==> src/rtl/ftgc_pkg.sv <==
// shared widths, vector types, register codes and saturation helper
// no dependencies
package ftgc_pkg;

  localparam int RotW  = 18;  // rotation entries, Q2.16
  localparam int CompW = 18;  // one packed config component
  localparam int CfgW  = 3 * CompW;
  localparam int GW    = 22;  // rotated gravity, unsaturated
  localparam int CW    = 25;  // cross product, unsaturated
  localparam int FsumW = 24;  // negated force sum
  localparam int TsumW = 27;  // negated torque sum
  localparam int OutW  = 20;
  localparam int FracW = 16;
  localparam int CfgIdxW = 3;

  typedef logic [8:0][RotW-1:0]  mat_t;
  typedef logic [2:0][CompW-1:0] vec18_t;
  typedef logic [2:0][GW-1:0]    vecg_t;
  typedef logic [2:0][CW-1:0]    vecc_t;
  typedef logic [2:0][FsumW-1:0] vecf_t;

  typedef enum logic [CfgIdxW-1:0] {
    REG_GRAVITY     = 3'd0,
    REG_FORCE_BIAS  = 3'd1,
    REG_MASS_CENTER = 3'd2,
    REG_TORQUE_BIAS = 3'd3
  } cfg_reg_e;

  // clamp to the signed output range
  function automatic logic [OutW-1:0] sat_out(input logic signed [TsumW-1:0] x);
    logic [OutW-1:0] r;
    if (x > 27'sd524287) begin
      r = 20'h7FFFF;
    end else if (x < -27'sd524288) begin
      r = 20'h80000;
    end else begin
      r = x[OutW-1:0];
    end
    return r;
  endfunction

endpackage

==> src/rtl/ftgc_output.sv <==
// torque sum, saturation of both wrench halves and the output register
// depends on ftgc_pkg
module ftgc_output import ftgc_pkg::*; (
  input  logic   clk_i,
  input  logic   rst_ni,
  input  logic   valid_i,
  output logic   ready_o,
  input  vecc_t  cross_i,
  input  vecf_t  fsum_i,
  input  vec18_t tbias_i,
  output logic   valid_o,
  input  logic   ready_i,
  output logic [2:0][OutW-1:0] force_o,
  output logic [2:0][OutW-1:0] torque_o
);

  logic [2:0][OutW-1:0] force_d, force_q, torque_d, torque_q;
  logic v5_q;
  logic rdy5;

  assign rdy5    = !v5_q || ready_i;
  assign ready_o = rdy5;

  // negate the torque sum, then clamp both halves
  always_comb begin
    logic signed [TsumW-1:0] tsum;
    logic signed [TsumW-1:0] fsx;
    for (int i = 0; i < 3; i++) begin
      tsum        = -($signed(tbias_i[i]) + $signed(cross_i[i]));
      fsx         = $signed(fsum_i[i]);
      torque_d[i] = sat_out(tsum);
      force_d[i]  = sat_out(fsx);
    end
  end

  always_ff @(posedge clk_i or negedge rst_ni) begin
    if (!rst_ni) begin
      v5_q <= 1'b0;
    end else if (rdy5) begin
      v5_q <= valid_i;
    end
  end

  always_ff @(posedge clk_i) begin
    if (rdy5 && valid_i) begin
      force_q  <= force_d;
      torque_q <= torque_d;
    end
  end

  assign valid_o  = v5_q;
  assign force_o  = force_q;
  assign torque_o = torque_q;

endmodule

==> config.mk <==
export PLATFORM = sky130hd
export DESIGN_NAME = ftgc_output
export DESIGN_NICKNAME = d
export VERILOG_FILES = /design/src/rtl/ftgc_pkg.sv /design/src/rtl/ftgc_output.sv
export SDC_FILE = /design/constraint.sdc
export NUM_CORES = 1
export LEC_CHECK = 0
export ABC_AREA = 1
export BUFFER_PORTS_ARGS = -buffer_cell sky130_fd_sc_hd__buf_2
export CAP_MARGIN = 40
export CORE_ASPECT_RATIO = 0.9
export CORE_MARGIN = 4
export CORE_UTILIZATION = 54
export DETAILED_ROUTE_END_ITERATION = 10
export PLACE_DENSITY = 0.92
export SLEW_MARGIN = 20
export SYNTH_ARGS = -nofsm -noshare
export SYNTH_HDL_FRONTEND = slang
export SYNTH_SLANG_ARGS = --single-unit
==> constraint.sdc <==
create_clock -name clk_i -period 7.9 [get_ports clk_i]
set_input_delay 1.58 -clock clk_i [delete_from_list [all_inputs] [get_ports clk_i]]
set_output_delay 1.58 -clock clk_i [all_outputs]
set_load 0.01 [all_outputs]
### Word-level counts from Yosys, hierarchy flattened

Cells that the tools add are included.

| word-level totals | value |
|---|---|
| memories | 0 |
| flip-flop bits (word level) | 121 |
| bits in read-only memories | 0 |
| word-level logic and storage cells | 34 |
| memory bits (writable) | 0 |
| latch bits | 0 |

| operators by class | value |
|---|---|
| magnitude comparators | 12 |
| equal/unequal tests | 0 |
| bitwise gates (word level) | 0 |
| multiplexer cells | 6 |
| div/mod/pow operators | 0 |
| $add $sub $neg | 6 |
| shift-type cells | 0 |
| reductions and logical operators | 3 |
| $mul | 0 |

Operators by type and width:

| cell | count |
|---|---|
| $mux 20 | 6 |
| $gt 27x20->1 const B | 3 |
| $lt 27x20->1 const B | 3 |
| $neg 26->27 | 3 |
| $add 18x25->26 | 3 |
| $gt 24x20->1 const B | 3 |
| $lt 24x20->1 const B | 3 |
| $logic_and 1x1->1 | 1 |
| $logic_not 1->1 | 1 |
| $logic_or 1x1->1 | 1 |

### Logic depth before layout (Yosys ltp)

| logic depth | value |
|---|---|
| depth after elaboration | 4 |
| mapped depth | 20 |
| gate-level depth less buffers | 19 |

### Least setup slack after synthesis

No wires, ideal clock.

| path | value |
|---|---|
| path type | input to register |
| start point | in valid_i |
| end point | reg force_q, in the netlist force_o[0] (enable) |
| slack | -0.142 ns |
| cell stages on the path | 2 |
| path buffers | 0 |
| required time | 7.261 ns |
| arrival time | 7.403 ns |
| cell sequence | inv_1 -> a21oi_1 |

| on the way | value |
|---|---|
| cells in the longest elaborated chain, start to end | 1 |

Ends and longest elaborated chain:

| what | line | text |
|---|---|---|
| start, declared | ftgc_output.sv:6 | `input logic valid_i,` |
| $logic_and 1x1->1 | ftgc_output.sv:45 | `if (rdy5 && valid_i) begin` |
| end signal, assigned | ftgc_output.sv:46 | `force_q <= force_d;` |
| end, declared | ftgc_output.sv:17 | `logic [2:0][OutW-1:0] force_d, force_q, torque_d, torque_q;` |

No other way between the ends.
A chain may end at the register's enable or synchronous reset.

### Worst setup path after layout

| path | value |
|---|---|
| start point | in cross_i[51] (netlist name) |
| end point | reg torque_q, in the netlist torque_o[45] (data pin) |

| on the way | value |
|---|---|
| cells in the longest elaborated chain, start to end | 4 |
| elaborated cells between the ends (all ways) | 5 |

Ends and longest elaborated chain:

| what | line | text |
|---|---|---|
| start, declared | ftgc_output.sv:8 | `input vecc_t cross_i,` |
| $add 18x25->26 * | ftgc_output.sv:29 | `tsum = -($signed(tbias_i[i]) + $signed(cross_i[i]));` |
| $neg 26->27 * | ftgc_output.sv:29 |  |
| $lt 27x20->1 | ftgc_pkg.sv:34 | `end else if (x < -27'sd524288) begin` |
| $mux 20 | ftgc_pkg.sv:34 |  |
| end signal, assigned | ftgc_output.sv:47 | `torque_q <= torque_d;` |
| end, declared | ftgc_output.sv:17 |  |

Mark *: on every way between the ends. The rest lies on a longest branch, timed or not.

==> results.json <==
{
  "cts_tree": "done",
  "antenna_left": 0,
  "synth_xor_area_frac": 0.0355,
  "yosys_warnings": 0,
  "dp_cells": 2323,
  "p_per_area_nw_per_um2": 174,
  "switching_power_mw": 0.970,
  "crit_path_start_kind": "primary input",
  "drt-total-wl_um": 34600,
  "seq_area_um2": 3630,
  "outcome": "finished clean",
  "synthArstFlopShare": 0.00826,
  "placed_cell_area_um2": 13900,
  "crit_family": "simple AND/OR/NAND/NOR gates",
  "rows": 51,
  "setup_tns_ns": 0,
  "rsz0062_at_grt": "false",
  "worst_ep_arrival_time_ns": 4.14,
  "finalInstanceArea_um2": 14400,
  "avgViaCountPerCell": 5.01,
  "synth_top_family_by_area": "simple AND/OR/NAND/NOR gates",
  "crit_top_cell": "nand2_1",
  "synth_compound_area_frac": 0.0555,
  "grt_pass1_vias": 11300,
  "final_layout_size_suffix_gt1_frac": 0.204,
  "core_um2": 21600,
  "synth_area_leaders": "edfxtp_1 (30%), nand2_1 (19%), ha_1 (16%)",
  "hold_viol": 0,
  "syn-num-nets": 2070,
  "path_cells": "buf_2, ha_1, inv_1, ha_1, fa_1, nand3_1, nor2_1, nand2_1, nand3_1, nand2_1, nand2_1, nand2_1, nand2_1, nor3_1, nand3_1, nand2_2, nand2_1",
  "clockPowerShare": 0.309,
  "synthSimpleGateAreaFrac": 0.298,
  "tightestPinTransition_ns": 0.632,
  "drtIter0Drc": 828,
  "syn-mean-instance-area_um2": 6.91,
  "worst-path-buf-inv": 2,
  "ys.flop_type": "edfxtp_1",
  "hold_slack_ns": 0.593,
  "path_clk_slew_ns": 0.07,
  "antenna_found_initial": 0,
  "grt_first_pass_wirelength_um": 53900,
  "hp-class": "flop to flop",
  "period_needed_ns": 3.99,
  "power_mw": 2.52,
  "netlist_top_cells_count": "nand2_1 (608), inv_1 (417), ha_1 (150)",
  "first_pass_iters": 7,
  "dieWidth_um": 164,
  "synthCells": 1712,
  "die-area_um2": 24400,
  "crit_type": "primary input to flop",
  "multi_input_area_um2": 6590,
  "p_seq_frac": 0.323,
  "gp_congestion": 0.981,
  "die_h_um": 148,
  "wl_per_cell_um": 14.7,
  "grt_overflow": 0,
  "fin_nets": 2409,
  "crit_slowest_cell": "fa_1",
  "nFillCells": 1843,
  "clk_latency_ns": 0.42,
  "cap_viol_max_count": 0,
  "cts_root_buffer": "clkbuf_16",
  "skew_ns": 0.0115,
  "p_int_mw": 1.55,
  "endpoint_kind": "flop",
  "final_cells": 2355,
  "syn_to_final_growth_pct": 22.1,
  "start_util": 0.549,
  "power_leakage_nw": 8.54,
  "grt_max_degree": 51,
  "vias": 11800,
  "required_ns": 8.06,
  "ys_seq_elements": 121,
  "antenna_cells": 0,
  "cts_buffers": 17,
  "yosysTopAreaCellShare": 0.304,
  "synth_edf_count": 120,
  "p_sw_frac": 0.385,
  "worstPathMaxFanout": 19,
  "yosys.area.top_type": "edfxtp_1",
  "synth_cell_types": 36,
  "syn-cell-area_um2": 11800,
  "cts_sinks": 121,
  "cts_max_level": 4,
  "slew_headroom": 0.578,
  "hold_buffers": 0,
  "synthAdderAreaFrac": 0.164,
  "route.detailed.drc": 0,
  "slowest_delay_ns": 0.43,
  "fin_crit_sh": 0.505,
  "cts_resized": 0,
  "peakVddDrop_uv": 125,
  "hpwl_um": 28400,
  "synth.most_common_cell": "nand2_1",
  "p_comb_frac": 0.368,
  "grt_use_total": 0.275,
  "synth.area.mux_share": 0,
  "cts_setup_buffers": 0,
  "maxSlewViolCount": 0,
  "seq_area_frac_synth": 0.307,
  "setup_violations": 0,
  "clockBufferDepth": 2,
  "io_buffer_count": 326,
  "ios": 327,
  "max_clock_freq_mhz": 251
}
-- sequential cells by signal, summed over array words and instances (netlist names) --
name and flops:
valid_o 1, force_o 60, torque_o 60
-- path summary, 6_finish.rpt --
check	from	end	slack, ns	cells past startpoint
min in group asynchronous	rst_ni	valid_o$_DFFE_PN0N_	0.92	1
max in group asynchronous	rst_ni	valid_o$_DFFE_PN0N_	6.90	1
hold / removal	valid_o$_DFFE_PN0N_	valid_o$_DFFE_PN0N_	0.59	2
hold reg to reg	valid_o$_DFFE_PN0N_	valid_o$_DFFE_PN0N_	0.59	2
setup / recovery	cross_i[51]	torque_o[45]$_SDFFCE_PN1P_	3.91	17
setup reg to reg	valid_o$_DFFE_PN0N_	torque_o[24]$_SDFFCE_PN1P_	5.64	4
-- per-stage QoR --
step,util,worst slack (ns)
floorplan,-,2.33
global placement,0.641,3.65
detailed placement,0.643,3.51
CTS,0.670,3.95
global route,0.670,3.66
finish,0.670,3.91
-- tightest hold or removal path: stages, from the launching register on --
cell	delay [ns]
dfrtp_1	0.41
nand2_1	0.09
nand2_1	0.06
-- power groups by stage --
| stage | logic [mW] | registers (mW) | clock network [mW] |
|---|---|---|---|
| finish | 0.926 | 0.814 | 0.779 |
| CTS | 0.920 | 0.814 | 0.786 |
| global route | 1.04 | 0.819 | 0.817 |
| floorplan | 0.595 | 0.861 | 0 |
| global placement | 0.886 | 0.826 | 0 |
| detailed placement | 0.913 | 0.827 | 0 |
-- cell usage in the layout, fill, tap and decap left out, types with 13 or more instances in the layout --
cell type / Yosys / layout
xor2_1: 33 / 33
nor2_1: 84 / 84
edfxtp_1: 120 / 120
nand2_2: 13 / 13
xnor2_1: 15 / 15
ha_1: 150 / 150
buf_2: 0 / 326
nand3_1: 62 / 62
nand2_1: 608 / 608
nor2_2: 16 / 16
clkbuf_16: 0 / 17
a21oi_1: 94 / 93
nand4_1: 24 / 24
inv_1: 417 / 417
-- per-layer routing --
layer	global-route usage	vias up	wire (um)
met1	0.353	5255	14600
met4	0.0943	0	997
met3	0.0407	79	2680
li1	-	5970	-
met5	0	-	0
met2	0.475	506	16300
-- cells by family after synthesis --
group,count (synthesis)
AO/OA/AOI/OAI,117
buffers and inverters,433
flip-flops,121
AND/OR/NAND/NOR,840
XOR/XNOR,48
adder cells (fa/ha/maj),153
-- layout make-up --
| type | count | share of cell area |
|---|---|---|
| Clock buffer | 17 | 0.0294 |
| Clock inverter | 15 | 0.0101 |
| Inverter | 418 | 0.109 |
| Multi-Input combinational cell | 1158 | 0.456 |
| Sequential cell | 121 | 0.251 |
| Tap cell | 291 | 0.0252 |
| Timing Repair Buffer | 335 | 0.120 |
(Power assumes the default switching activity.)
